===== config.mk =====
export PLATFORM = sky130hd
export DESIGN_NAME = sit_cmd_fifo
export DESIGN_NICKNAME = d
export VERILOG_FILES = /design/src/sv/sit_pkg.sv /design/src/sv/sit_cmd_fifo.sv
export SDC_FILE = /design/constraint.sdc
export NUM_CORES = 1
export LEC_CHECK = 0
export BUFFER_PORTS_ARGS = -buffer_cell sky130_fd_sc_hd__buf_4
export CAP_MARGIN = 10
export CELL_PAD_IN_SITES_DETAIL_PLACEMENT = 1
export CELL_PAD_IN_SITES_GLOBAL_PLACEMENT = 1
export CORE_UTILIZATION = 48
export CTS_BUF_LIST = sky130_fd_sc_hd__clkbuf_8
export DETAILED_ROUTE_END_ITERATION = 8
export PLACE_DENSITY = 0.84
export SYNTH_ARGS = -nofsm -noshare
export SYNTH_HDL_FRONTEND = slang
export SYNTH_SLANG_ARGS = --single-unit

===== constraint.sdc =====
create_clock -name clk_i -period 5.1 [get_ports clk_i]
set_clock_uncertainty 0.15 [all_clocks]
set_input_delay 1.275 -clock clk_i [delete_from_list [all_inputs] [get_ports clk_i]]
set_output_delay 1.275 -clock clk_i [all_outputs]
set_load 0.05 [all_outputs]

===== src/sv/sit_pkg.sv =====
`timescale 1ns / 1ps
// Shared types and constants of the string intern table.
package sit_pkg;

  localparam int unsigned SLOTS      = 256;
  localparam int unsigned SLOT_W     = $clog2(SLOTS);
  localparam int unsigned PROBE_W    = SLOT_W + 1;
  localparam int unsigned MAX_LEN    = 32;
  localparam int unsigned CI_W       = $clog2(MAX_LEN);
  localparam int unsigned LEN_W      = 6;
  localparam int unsigned ID_W       = 8;
  localparam int unsigned CAP        = (SLOTS * 7) / 10;
  localparam int unsigned NAME_DEPTH = CAP * MAX_LEN;
  localparam int unsigned NADDR_W    = ID_W + CI_W;

  localparam logic [31:0] FNV_BASIS = 32'd2166136261;
  localparam logic [31:0] FNV_PRIME = 32'd16777619;

  typedef enum logic [1:0] {
    ACT_APPEND = 2'd0,
    ACT_END    = 2'd1,
    ACT_READ   = 2'd2,
    ACT_NONE   = 2'd3
  } action_e;

  typedef enum logic [1:0] {
    ERR_OK     = 2'd0,
    ERR_FULL   = 2'd1,
    ERR_LONG   = 2'd2,
    ERR_BAD_ID = 2'd3
  } err_e;

  typedef enum logic [3:0] {
    ST_IDLE,
    ST_PROBE_CHK,
    ST_LEN_CHK,
    ST_CMP,
    ST_COPY,
    ST_EMIT,
    ST_RLEN,
    ST_RBYTE
  } state_e;

  typedef struct packed {
    logic              is_end;
    logic [ID_W-1:0]   name_id;
    logic [SLOT_W-1:0] home;
    logic              overlong;
  } cmd_t;

  typedef struct packed {
    logic [ID_W-1:0]  id;
    logic             is_new;
    err_e             error;
    logic [7:0]       name_byte;
    logic             byte_valid;
    logic [LEN_W-1:0] name_len;
    logic             last;
  } res_t;

  typedef struct packed {
    logic             key_locked;
    logic [LEN_W-1:0] key_len;
  } front_sts_t;

endpackage


===== src/sv/sit_cmd_fifo.sv =====
`timescale 1ns / 1ps
// Two-entry command queue between the front and the back.
module sit_cmd_fifo (
  input  logic          clk_i,
  input  logic          rst_ni,
  input  logic          push_i,
  input  sit_pkg::cmd_t push_cmd_i,
  input  logic          pop_i,
  output sit_pkg::cmd_t pop_cmd_o,
  output logic          full_o,
  output logic          empty_o
);

  sit_pkg::cmd_t mem_q [2];
  logic       wp_q, wp_d, rp_q, rp_d;
  logic [1:0] cnt_q, cnt_d;

  always_comb begin
    wp_d  = push_i ? ~wp_q : wp_q;
    rp_d  = pop_i ? ~rp_q : rp_q;
    cnt_d = cnt_q + 2'(push_i) - 2'(pop_i);
  end

  always_ff @(posedge clk_i or negedge rst_ni) begin
    if (!rst_ni) begin
      wp_q  <= 1'b0;
      rp_q  <= 1'b0;
      cnt_q <= 2'd0;
    end else begin
      wp_q  <= wp_d;
      rp_q  <= rp_d;
      cnt_q <= cnt_d;
    end
  end

  always_ff @(posedge clk_i) begin
    if (push_i) begin
      mem_q[wp_q] <= push_cmd_i;
    end
  end

  assign pop_cmd_o = mem_q[rp_q];
  assign full_o    = (cnt_q == 2'd2);
  assign empty_o   = (cnt_q == 2'd0);

endmodule


==> impl_metrics.json <==
{
  "outcome": "completed",
  "grt_pass1_wl_um": 4195,
  "fin_crit_ns": 3.297,
  "place_area_mm2": 0.001879,
  "drive_above_1_share": 0.5593,
  "antenna_cells_inserted": 0,
  "final-hold-violation-count": 0,
  "hold_path_class": "flip-flop to flip-flop",
  "ys_warn_count": 0,
  "yosys_register_bits": 40,
  "seq_area_frac_synth": 0.7644,
  "dieArea_mm2": 0.003450,
  "muxShareOfSynthArea": 0.1530,
  "dr.pass1.iters": 3,
  "hp-start": "wp_q",
  "insertion_delay_ns": 0.29,
  "drtIter0Drc": 18,
  "required_ns": 3.67,
  "routed_via_density": 4.741,
  "root_buffer": "clkbuf_8",
  "p_clk_frac": 0.167,
  "fmax_ghz": 0.3033,
  "start_util": 0.5061,
  "rows": 20,
  "clk_pin_slew_ns": 0.07,
  "grt_pass1_vias": 854,
  "p_switching_uw": 500.4,
  "vias": 768,
  "mostFrequentLayoutCells": "buf_4, edfxtp_1, mux2_4, mux2_2, clkbuf_8",
  "synth-adder-area-share": 0.01619,
  "intPower_uw": 754.8,
  "core_area_mm2": 0.003053,
  "slowest_stage": "dfrtp_1",
  "routed_wl_um": 2692,
  "setup-tns-final_ns": 0,
  "vdd_drop_max_uv": 382.8,
  "stdcell_count": 162,
  "clock_path_buffers": 2,
  "rsz0062_at_grt": "no",
  "drc": 0,
  "design_area_mm2": 0.001969,
  "report.final.slew_viol_count": 0,
  "ys_types": 13,
  "htreeDepth": 2,
  "startpoint_type": "flip-flop",
  "cts_tree": "built",
  "swShare": 0.3986,
  "route.detailed.wl_per_inst_um": 16.62,
  "netlist_area_mm2": 0.001545,
  "antenna_left": 0,
  "power_uw": 1255,
  "crit_path_end_kind": "primary output",
  "dp_hpwl_um": 1856,
  "max_slew_margin": 0.3583,
  "cts_inserted_buffers": 5,
  "io_buffers": 41,
  "place_inst": 154,
  "setup_violations": 0,
  "whs_path_depth": 1,
  "area_growth_pct": 27.45,
  "cts.sinks": 40,
  "syn-num-nets": 95,
  "grt_max_degree": 20,
  "synth_top_family_by_area": "multiplexers",
  "cts_resized": 0,
  "layout_commonest_cell": "buf_4",
  "r2r_slack_ns": 3.40,
  "cts_setup_buffers": 0,
  "seq_power_share": 0.398,
  "r2r_cells": 1,
  "finish.net_count": 141,
  "critical_path_class": "flip-flop to primary output",
  "holdPathEnd": "wp_q",
  "grt-ovfl-total": 0,
  "track_usage": 0.1815,
  "synth-simple-area-share": 0.01457,
  "nFillCells": 290,
  "cellLeakagePower_uw": 0.0008051,
  "io_pins": 42,
  "worst_slew_pin_slew_ns": 0.9582,
  "max_stage_delay_ns": 0.95,
  "synthXorXnorAreaFrac": 0.02672,
  "r2r_start": "wp_q",
  "crit_chain": "mux2_2 -> buf_4",
  "synth-compound-area-share": 0,
  "p_comb_frac": 0.435,
  "arrival_ns": 1.87,
  "drv_cap": 0,
  "globalplace.congestion": 0.6280,
  "power_density_mw_per_mm2": 637.3,
  "hold_buffers": 0,
  "die_h_um": 58.74,
  "reg2reg_to": "mem_q[0][5]",
  "finalCritPeriodShare": 0.6465,
  "die_x_um": 58.74,
  "synth_area_per_cell_um2": 21.76,
  "antenna_found_initial": 0,
  "critPathMaxFanout": 19,
  "synth_cells": 71
}
-- per-stage QoR --
step | util | setup WS [ns] | hold WS [ns]
3_3_place_gp | 0.6156 | 2.123 | 0.3365
3_5_place_dp | 0.6156 | 2.080 | 0.3469
2_1_floorplan | - | 2.431 | 0.3055
5_1_grt | 0.6451 | 1.702 | 0.3915
6_report | 0.6451 | 1.803 | 0.3617
4_1_cts | 0.6451 | 1.764 | 0.3588
-- cells by family after synthesis --
logic type / after synthesis
multiplexers: 18
XOR/XNOR: 3
adder cells (fa/ha/maj): 2
flip-flops: 40
AND/OR/NAND/NOR: 4
buffers and inverters: 4
-- cells in the mapped netlist --
library cell / count / area share
and2_1: 1 / 0.0041
buf_12: 1 / 0.013
buf_6: 1 / 0.0073
dfrtp_1: 4 / 0.065
edfxtp_1: 36 / 0.70
ha_1: 2 / 0.016
inv_1: 2 / 0.0049
mux2_2: 9 / 0.066
mux2_4: 9 / 0.087
nor2_1: 1 / 0.0024
nor2b_1: 2 / 0.0081
xor2_1: 2 / 0.011
xor3_1: 1 / 0.015
-- registers in the layout, indices dropped and copies added (netlist names) --
name   flops
rp_q       1
wp_q       1
cnt_q      2
mem_q     36
-- worst max-delay path by stage --
stage                 from           end  depth (start not counted)
floorplan           push_i   mem_q[0][0]                          1
global route          rp_q  pop_cmd_o[5]                          2
CTS                   rp_q  pop_cmd_o[5]                          2
finish                rp_q  pop_cmd_o[5]                          2
detailed placement    rp_q  pop_cmd_o[5]                          2
global placement      rp_q  pop_cmd_o[5]                          2
-- area by class of cell --
cell class              count  area (um2)  share of cell area
well taps                  44       55.05             0.02795
flip-flops and latches     40        1181              0.5997
multi-input cells          27       327.8              0.1665
repair buffers             41       307.8              0.1563
clock inverters             2       7.507            0.003812
clock buffers               6       82.58             0.04193
inverters                   2       7.507            0.003812
-- layer usage --
layer | GRT usage | vias up | routed length, um
met1 | 0.1952 | 378 | 977
met5 | 0 | - | 0
li1 | - | 361 | -
met4 | 0.1122 | 0 | 62
met2 | 0.3068 | 21 | 1541
met3 | 0.06154 | 8 | 109
-- power groups by stage --
stage | Combinational [uW] | Clock [uW] | Sequential [uW]
floorplan | 458 | 0 | 465
global placement | 536 | 0 | 500
detailed placement | 552 | 0 | 508
CTS | 555 | 215 | 501
global route | 571 | 225 | 510
finish | 546 | 210 | 499
-- worst max-delay path: cells and delay by family, from the launching register on --
kind                   cells  cell delay (ns)
DFF                        1             0.95
buffers and inverters      1             0.19
muxes                      1             0.44
(Power assumes the default switching activity.)
