**config.mk**
```make
export PLATFORM = sky130hd
export DESIGN_NAME = sit_front
export DESIGN_NICKNAME = d
export VERILOG_FILES = /design/src/sv/sit_pkg.sv /design/src/sv/sit_front.sv
export SDC_FILE = /design/constraint.sdc
export NUM_CORES = 1
export LEC_CHECK = 0
export BUFFER_PORTS_ARGS = -buffer_cell sky130_fd_sc_hd__buf_2
export CORE_MARGIN = 3
export CORE_UTILIZATION = 35
export DETAILED_ROUTE_END_ITERATION = 16
export SLEW_MARGIN = 10
export SYNTH_ARGS = -nofsm -noshare
export SYNTH_HDL_FRONTEND = slang
export SYNTH_SLANG_ARGS = --single-unit
```
**constraint.sdc**
```tcl
create_clock -name clk_i -period 2.9 [get_ports clk_i]
set_input_delay 0.29 -clock clk_i [delete_from_list [all_inputs] [get_ports clk_i]]
set_output_delay 0.29 -clock clk_i [all_outputs]
set_load 0.01 [all_outputs]
```
**src/sv/sit_pkg.sv**
```systemverilog
`timescale 1ns / 1ps
// Shared types and constants of the string intern table.
package sit_pkg;

  localparam int unsigned SLOTS      = 256;
  localparam int unsigned SLOT_W     = $clog2(SLOTS);
  localparam int unsigned PROBE_W    = SLOT_W + 1;
  localparam int unsigned MAX_LEN    = 32;
  localparam int unsigned CI_W       = $clog2(MAX_LEN);
  localparam int unsigned LEN_W      = 6;
  localparam int unsigned ID_W       = 8;
  localparam int unsigned CAP        = (SLOTS * 7) / 10;
  localparam int unsigned NAME_DEPTH = CAP * MAX_LEN;
  localparam int unsigned NADDR_W    = ID_W + CI_W;

  localparam logic [31:0] FNV_BASIS = 32'd2166136261;
  localparam logic [31:0] FNV_PRIME = 32'd16777619;

  typedef enum logic [1:0] {
    ACT_APPEND = 2'd0,
    ACT_END    = 2'd1,
    ACT_READ   = 2'd2,
    ACT_NONE   = 2'd3
  } action_e;

  typedef enum logic [1:0] {
    ERR_OK     = 2'd0,
    ERR_FULL   = 2'd1,
    ERR_LONG   = 2'd2,
    ERR_BAD_ID = 2'd3
  } err_e;

  typedef enum logic [3:0] {
    ST_IDLE,
    ST_PROBE_CHK,
    ST_LEN_CHK,
    ST_CMP,
    ST_COPY,
    ST_EMIT,
    ST_RLEN,
    ST_RBYTE
  } state_e;

  typedef struct packed {
    logic              is_end;
    logic [ID_W-1:0]   name_id;
    logic [SLOT_W-1:0] home;
    logic              overlong;
  } cmd_t;

  typedef struct packed {
    logic [ID_W-1:0]  id;
    logic             is_new;
    err_e             error;
    logic [7:0]       name_byte;
    logic             byte_valid;
    logic [LEN_W-1:0] name_len;
    logic             last;
  } res_t;

  typedef struct packed {
    logic             key_locked;
    logic [LEN_W-1:0] key_len;
  } front_sts_t;

endpackage

```
**src/sv/sit_front.sv**
```systemverilog
`timescale 1ns / 1ps
// Front end: takes requests, buffers key bytes, keeps the FNV-1a hash, queues commands.
module sit_front (
  input  logic                      clk_i,
  input  logic                      rst_ni,
  input  logic                      s_valid_i,
  output logic                      s_ready_o,
  input  sit_pkg::action_e          action_i,
  input  logic [7:0]                key_byte_i,
  input  logic [sit_pkg::ID_W-1:0]  name_id_i,
  output logic                      push_o,
  output sit_pkg::cmd_t             push_cmd_o,
  input  logic                      cmd_full_i,
  input  logic                      key_done_i,
  input  logic [sit_pkg::CI_W-1:0]  key_idx_i,
  output logic [7:0]                key_rd_o,
  output sit_pkg::front_sts_t       sts_o
);

  logic [7:0]                key_q [sit_pkg::MAX_LEN];
  logic [sit_pkg::LEN_W-1:0] len_q, len_d;
  logic                      long_q, long_d;
  logic [31:0]               hash_q, hash_d;
  logic                      lock_q, lock_d;
  logic                      acc, room;

  always_comb begin
    unique case (action_i)
      sit_pkg::ACT_APPEND: s_ready_o = !lock_q;
      sit_pkg::ACT_END:    s_ready_o = !lock_q && !cmd_full_i;
      sit_pkg::ACT_READ:   s_ready_o = !cmd_full_i;
      default:             s_ready_o = 1'b1;
    endcase
  end

  assign acc  = s_valid_i && s_ready_o;
  assign room = (len_q < sit_pkg::LEN_W'(sit_pkg::MAX_LEN));

  always_comb begin
    len_d  = len_q;
    long_d = long_q;
    hash_d = hash_q;
    lock_d = lock_q;
    push_o = 1'b0;
    if (acc && action_i == sit_pkg::ACT_APPEND) begin
      if (room) begin
        len_d  = len_q + 1'b1;
        hash_d = (hash_q ^ {24'd0, key_byte_i}) * sit_pkg::FNV_PRIME;
      end else begin
        long_d = 1'b1;
      end
    end
    if (acc && (action_i == sit_pkg::ACT_END || action_i == sit_pkg::ACT_READ)) begin
      push_o = 1'b1;
    end
    if (acc && action_i == sit_pkg::ACT_END) begin
      lock_d = 1'b1;
    end
    if (key_done_i) begin
      lock_d = 1'b0;
      len_d  = '0;
      long_d = 1'b0;
      hash_d = sit_pkg::FNV_BASIS;
    end
  end

  assign push_cmd_o.is_end   = (action_i == sit_pkg::ACT_END);
  assign push_cmd_o.name_id  = name_id_i;
  assign push_cmd_o.home     = hash_q[sit_pkg::SLOT_W-1:0];
  assign push_cmd_o.overlong = long_q;

  always_ff @(posedge clk_i or negedge rst_ni) begin
    if (!rst_ni) begin
      len_q  <= '0;
      long_q <= 1'b0;
      hash_q <= sit_pkg::FNV_BASIS;
      lock_q <= 1'b0;
    end else begin
      len_q  <= len_d;
      long_q <= long_d;
      hash_q <= hash_d;
      lock_q <= lock_d;
    end
  end

  always_ff @(posedge clk_i) begin
    if (acc && action_i == sit_pkg::ACT_APPEND && room) begin
      key_q[len_q[sit_pkg::CI_W-1:0]] <= key_byte_i;
    end
  end

  assign key_rd_o         = key_q[key_idx_i];
  assign sts_o.key_locked = lock_q;
  assign sts_o.key_len    = len_q;

endmodule

```
==> impl_metrics.toml, run 1 <==
[synth]
ys_ff_latch = 272
syn-cell-area_um2 = 11280
synthesis.nets = 609
synth.distinct_cells = 37
seq_area_frac_synth = 0.7176
postSynthAreaPerCell_um2 = 20.43
synth_cells = 552
yosysWarningCount = 0

[sta]
finalClockSkew_ns = 0.01664
max_slew_margin = 0.4600
setup-violations-final = 0
hold-worst-slack_ns = 0.1110
hold_violations = 0
worst_pin_slew_ns = 0.8046
fin_setup_tns_ns = 0
rsz0062_at_grt = "yes"
slew_violations = 0
final.min_clock_period_ns = 2.816
fmax_ghz = 0.3552
fin_crit_sh = 0.9709

[detailed_routing]
drt-pass1-iter-count = 5
vias_per_cell = 5.191
postRouteAntennaNets = 0
dr.first_iter.drc_count = 501
route.final.wire_length_mm = 25.00
vias = 5632
drc = 0
avgRoutedWirePerCell_um = 23.04

[layout]
design_area_um2 = 13540
layout.nets = 719
drive_gt1_frac = 0.3968
syn_to_final_growth_pct = 20.07
fin_cells = 1085
n_antenna_cell = 0

[global_route]
grt-ovfl-total = 0
grt_pass1_wl_mm = 38.30
grt_max_degree = 34
grt_usage = 0.1510
grt_pass1_vias = 6025
antenna_found_initial = 0

[clock_network]
clock_sinks = 272
cts_buffers = 28
cts_root_buf = "clkbuf_16"
htree_levels = 1
clock_latency_ns = 0.55
clockBufferDepth = 3
cts_tree = "done"
clk_pin_slew_ns = 0.06

[power]
p_leak_nw = 4.549
power_density_nw_per_um2 = 646.6
finalPower_mw = 8.755
vdd_drop_max_uv = 414.3

[die]
num_io_pins = 63
dieArea_um2 = 34410
die_x_um = 185.5
die_h_um = 185.5
coreArea_um2 = 31640
rows = 65
initial_utilization = 0.3565

[worst_setup_path]
cpMostUsedCell = "ha_4"
cp_max_fo = 2
worstPathRequired_ns = 3.36
crit_path_end_kind = "register"
worst_ep_arrival_time_ns = 3.28
r2r-start = "hash_q[4]"
path_class = "reg -> reg"
crit_path_max_incr_delay_ns = 0.44
start_kind = "register"
path_cells = "xor2_2 > ha_2 > ha_4 > ha_4 > ha_4 > ha_4 > xor2_1 > xnor2_1 > xnor3_1 > xnor2_1 > o21ai_1"
slowest_stage = "xnor3_1"
critPathLaunch = "hash_q[4]"
reg2reg_slack_ns = 0.08

[placed_design]
numPortBuffers = 46
hpwl_mm = 16.51
gp_congestion = 0.8525
dpl_cell_area_um2 = 12390
dp.cells = 1028

[worst_hold_path]
hold_start = "key_done_i"
min_path_type = "in -> reg"

[job]
drv_cap = 0

[outcome]
status = "finished, final reports clean"
power by group:
group,internal (mW),switching (mW)
Combinational,0.446,0.417
Sequential,4.30,0.00901
Clock,2.13,1.45
Total,6.88,1.88
layout make-up:
cell class | count | area [um^2]
clock buffers | 32 | 715.7
clock inverters | 19 | 206.4
fillers | 2727 | 18100
inverters | 7 | 26.28
multi-input cells | 240 | 3208
flip-flops and latches | 272 | 8093
well taps | 402 | 503.0
repair buffers | 113 | 788.3
cells by family after synthesis:
| logic type | count (synthesis) | share of synthesized area |
|---|---|---|
| flops | 272 | 0.7176 |
| mux | 88 | 0.1678 |
| simple gates | 72 | 0.02796 |
| buf+inv | 40 | 0.01942 |
| fa+ha+maj | 29 | 0.03284 |
| compound gates | 28 | 0.01531 |
| xor+xnor | 23 | 0.01908 |
worst max-delay path: cells and delay by family, from the launching register on:
kind | cells | cell delay [ns]
AOI/OAI and AO/OA | 1 | 0.13
adders and majority gates | 5 | 1.08
xor gates and xnor gates | 5 | 1.12
DFF | 1 | 0.41
per-layer routing:
metal  track usage  vias to the layer above  part of all wire
li1              -                     2446                 -
met1        0.2130                     2941              0.43
met2        0.2444                      204              0.48
met3       0.02658                       41             0.063
met4       0.04202                        0             0.025
met5             0                        -                 0
sequential cells by signal, summed over array words and instances (netlist names):
name / flops
hash_q: 8
long_q: 1
len_q: 6
key_q: 256
lock_q: 1
cell usage in the layout, fill, tap and decap left out, types with 4 or more instances in the layout:
cell type	instances
buf_2	45
clkbuf_1	4
ha_4	14
nand2_1	15
dfstp_2	4
mux4_2	80
mux2_2	8
xnor2_1	11
buf_12	4
xor2_2	5
nor2_1	39
bufinv_16	4
ha_1	12
inv_1	7
dfrtp_1	12
buf_4	63
clkinv_2	6
edfxtp_1	256
clkinv_1	6
clkbuf_16	28
xor2_1	5
a21oi_1	11
nand3b_1	4
final timing paths:
kind | end | cells past startpoint
setup / recovery | hash_q[7] | 11
hold / removal | lock_q | 2
setup reg to reg | hash_q[7] | 11
hold reg to reg | long_q | 2
max in group asynchronous | hash_q[7] | 2
min in group asynchronous | hash_q[1] | 2
per-stage QoR:
| stage | setup WS [ns] | utilization |
|---|---|---|
| 5_1_grt | -0.02456 | 0.4280 |
| 3_5_place_dp | -0.2761 | 0.3917 |
| 6_report | 0.08444 | 0.4280 |
| 2_1_floorplan | 0.005370 | - |
| 3_3_place_gp | -0.1184 | 0.3917 |
| 4_1_cts | -0.05432 | 0.4280 |
timing repair:
| item | 4_1_cts | 5_1_grt |
|---|---|---|
| hold buffers | 1 | 0 |
| endpoints found under the setup margin | 2 | 1 |
| setup buffers | 5 | 0 |
| gates cloned | 0 | 0 |
| resized for setup | 20 | 0 |
| pin swaps | 16 | 10 |
| endpoints found under the hold margin | 16 | 0 |
synth_stat cells:
cell type / number / area share
a211o_1: 1 / 0.00078
a211oi_1: 2 / 0.0013
a21boi_0: 1 / 0.00067
a21o_1: 3 / 0.0020
a21oi_1: 12 / 0.0053
a31oi_1: 1 / 0.00056
and2_1: 2 / 0.0011
buf_1: 7 / 0.0023
buf_2: 1 / 0.00044
buf_4: 16 / 0.011
buf_6: 1 / 0.0010
clkbuf_1: 8 / 0.0027
dfrtp_1: 12 / 0.027
dfstp_2: 4 / 0.0093
edfxtp_1: 256 / 0.68
fa_1: 1 / 0.0018
ha_1: 28 / 0.031
inv_1: 7 / 0.0023
mux2_2: 8 / 0.0080
mux4_2: 80 / 0.16
nand2_1: 15 / 0.0050
nand2b_1: 1 / 0.00056
nand3_1: 3 / 0.0013
nand3b_1: 4 / 0.0027
nor2_1: 39 / 0.013
nor2b_1: 1 / 0.00056
nor3_1: 3 / 0.0013
o211ai_1: 2 / 0.0013
o21ai_0: 3 / 0.0013
o21ai_1: 1 / 0.00044
o21ba_2: 1 / 0.00089
o21bai_1: 1 / 0.00067
or3_1: 3 / 0.0017
or3b_2: 1 / 0.00078
xnor2_1: 11 / 0.0085
xnor3_1: 1 / 0.0020
xor2_1: 11 / 0.0085
(Power assumes the default switching activity.)
==> run 2: changes to the inputs <==
Settings changed: CORE_MARGIN 3 to 4, GPL_TIMING_DRIVEN set to 0, MAX_ROUTING_LAYER set to met4.
==> impl_metrics.toml, run 2 (same netlist as run 1, synthesis figures left out) <==
[outcome]
status = "complete, but fails checks"
violations = "setup timing"

[power]
clkPwrFrac = 0.410
vdd_drop_max_uv = 345.7
power_density_nw_per_um2 = 650.3
p_leak_nw = 4.360
power.switching_mw = 1.822
swShare = 0.2091
combPwrFrac = 0.095
p_int_mw = 6.892
seqPwrFrac = 0.495

[global_route]
grt_pass1_vias = 5757
grt_usage = 0.1396
antenna_found_initial = 0
grt-ovfl-total = 0
grt_pass1_wl_mm = 36.41
grt_max_degree = 35

[clock_network]
cts_buffers = 28
clock_sinks = 272
cts_tree = "done"
cts_root_buf = "clkbuf_16"
clk_pin_slew_ns = 0.06
clockBufferDepth = 3
clock_latency_ns = 0.54
htree_levels = 1

[layout]
n_antenna_cell = 0
fin_cells = 1064
multi_input_area_um2 = 3333
final_common_cell = "edfxtp_1"
drive_gt1_frac = 0.3912
layout.nets = 697
final_cell_mix = "edfxtp_1, mux4_2, buf_2"
largest_register_ffs = 256
fillers = 2705
syn_to_final_growth_pct = 18.82
register_area_um2 = 8093
final_core_util = 0.4235

[sta]
hold_violations = 0
worst_pin_slew_ns = 1.043
hold-worst-slack_ns = 0.03518
final.min_clock_period_ns = 2.928
setup-violations-final = 1
max_slew_margin = 0.3015
slew_violations = 0
setup_slack_ns = -0.02760
fin_crit_sh = 1.010
rsz0062_at_grt = "yes"
fmax_ghz = 0.3416
fin_setup_tns_ns = -0.02760
finalClockSkew_ns = 0.01136

[detailed_routing]
drt-pass1-iter-count = 4
avgRoutedWirePerCell_um = 22.44
drc = 0
vias = 5479
dr.first_iter.drc_count = 508
route.final.wire_length_mm = 23.87
vias_per_cell = 5.149
postRouteAntennaNets = 0

[worst_setup_path]
worstRegToRegCells = 10
path_cells = "xor2_4 > ha_4 > ha_1 > ha_4 > fa_2 > a21o_1 > a21oi_2 > xnor3_1 > xnor2_1 > o21ai_1"
start_kind = "register"
cpMostUsedCell = "ha_4"
path_class = "reg -> reg"
r2r-start = "hash_q[2]"
worstPathRequired_ns = 3.34
crit_path_end_kind = "register"
crit_path_max_incr_delay_ns = 0.57
cp_max_fo = 3
reg2reg_to = "hash_q[7]"
reg2reg_slack_ns = -0.03
slowest_stage = "dfstp_2"
worst_ep_arrival_time_ns = 3.37

[die]
die_x_um = 187.5
num_io_pins = 63
dieArea_um2 = 35160
coreArea_um2 = 31640
initial_utilization = 0.3565
rows = 65
die_h_um = 187.5

[job]
drv_cap = 0

[placed_design]
numPortBuffers = 49
gp_congestion = 0.7999
dp.cells = 1003
hpwl_mm = 16.08

[worst_hold_path]
min_to = "len_q[4]"
min_path_type = "in -> reg"
hold_depth = 2
hold_start = "key_done_i"
-- run 2: cell types whose count changed in the layout (fill, tap and decap cells not counted), moves of 4 or more --
cell      before  now
buf_12         4    0
buf_2         45   53
buf_4         63   24
clkbuf_1       4   12
nor2_1        39   22
nor2_2         0   17
-- run 2: through the flow --
| step | area (um^2) | power, mW | setup WS [ns] |
|---|---|---|---|
| floorplan | 11340 | 4.866 | 0.005370 |
| global placement | 12090 | 5.093 | -0.7653 |
| detailed placement | 12100 | 5.118 | -0.7229 |
| CTS | 13210 | 8.730 | 0.01062 |
| global route | 13400 | 9.033 | -0.1313 |
| finish | 13400 | 8.714 | -0.02760 |
-- run 2: worst max-delay path: cells and delay by family (launching register included) --
| family | cells | cell delay [ns] |
|---|---|---|
| XOR/XNOR | 3 | 0.83 |
| AO/OA/AOI/OAI | 3 | 0.39 |
| adder cells (fa/ha/maj) | 4 | 1.02 |
| flip-flops | 1 | 0.57 |
-- run 2: layout make-up --
type / count / area share
Inverter: 7 / 0.001961
Clock buffer: 36 / 0.05612
Multi-Input combinational cell: 240 / 0.2488
Tap cell: 402 / 0.03754
Buffer: 33 / 0.01503
Clock inverter: 16 / 0.01289
Sequential cell: 272 / 0.6040
Timing Repair Buffer: 58 / 0.02372
-- run 2: worst max path at each step --
stage / startpoint / depth (start not counted) / end
final: hash_q[2] / 10 / hash_q[7]
after global routing: hash_q[2] / 10 / hash_q[7]
after CTS: hash_q[1] / 11 / hash_q[7]
after detailed placement: action_i[1] / 8 / key_q[13][6]
after global placement: action_i[1] / 8 / key_q[14][6]
after floorplan: hash_q[4] / 11 / hash_q[7]
-- run 2: timing repair --
| item | in CTS | in global routing |
|---|---|---|
| hold buffers | 1 | 0 |
| buffers inserted | 3 | 5 |
| pin swaps | 3 | 11 |
| setup endpoints to repair | 182 | 18 |
| resized for setup | 37 | 16 |
| endpoints found under the hold margin | 16 | 0 |
-- run 2: routing by layer --
layer	part of all wire	GRT usage
met5	0	-
met2	0.48	0.2188
met3	0.055	0.02010
met1	0.44	0.1964
met4	0.020	0.03219
-- run 2: power groups by stage --
stage	registers, mW	clock network (mW)	logic, mW
after global routing	4.31	3.81	0.905
after detailed placement	4.40	0	0.721
after global placement	4.40	0	0.697
final	4.32	3.57	0.826
after CTS	4.31	3.63	0.783
after floorplan	4.40	0	0.469
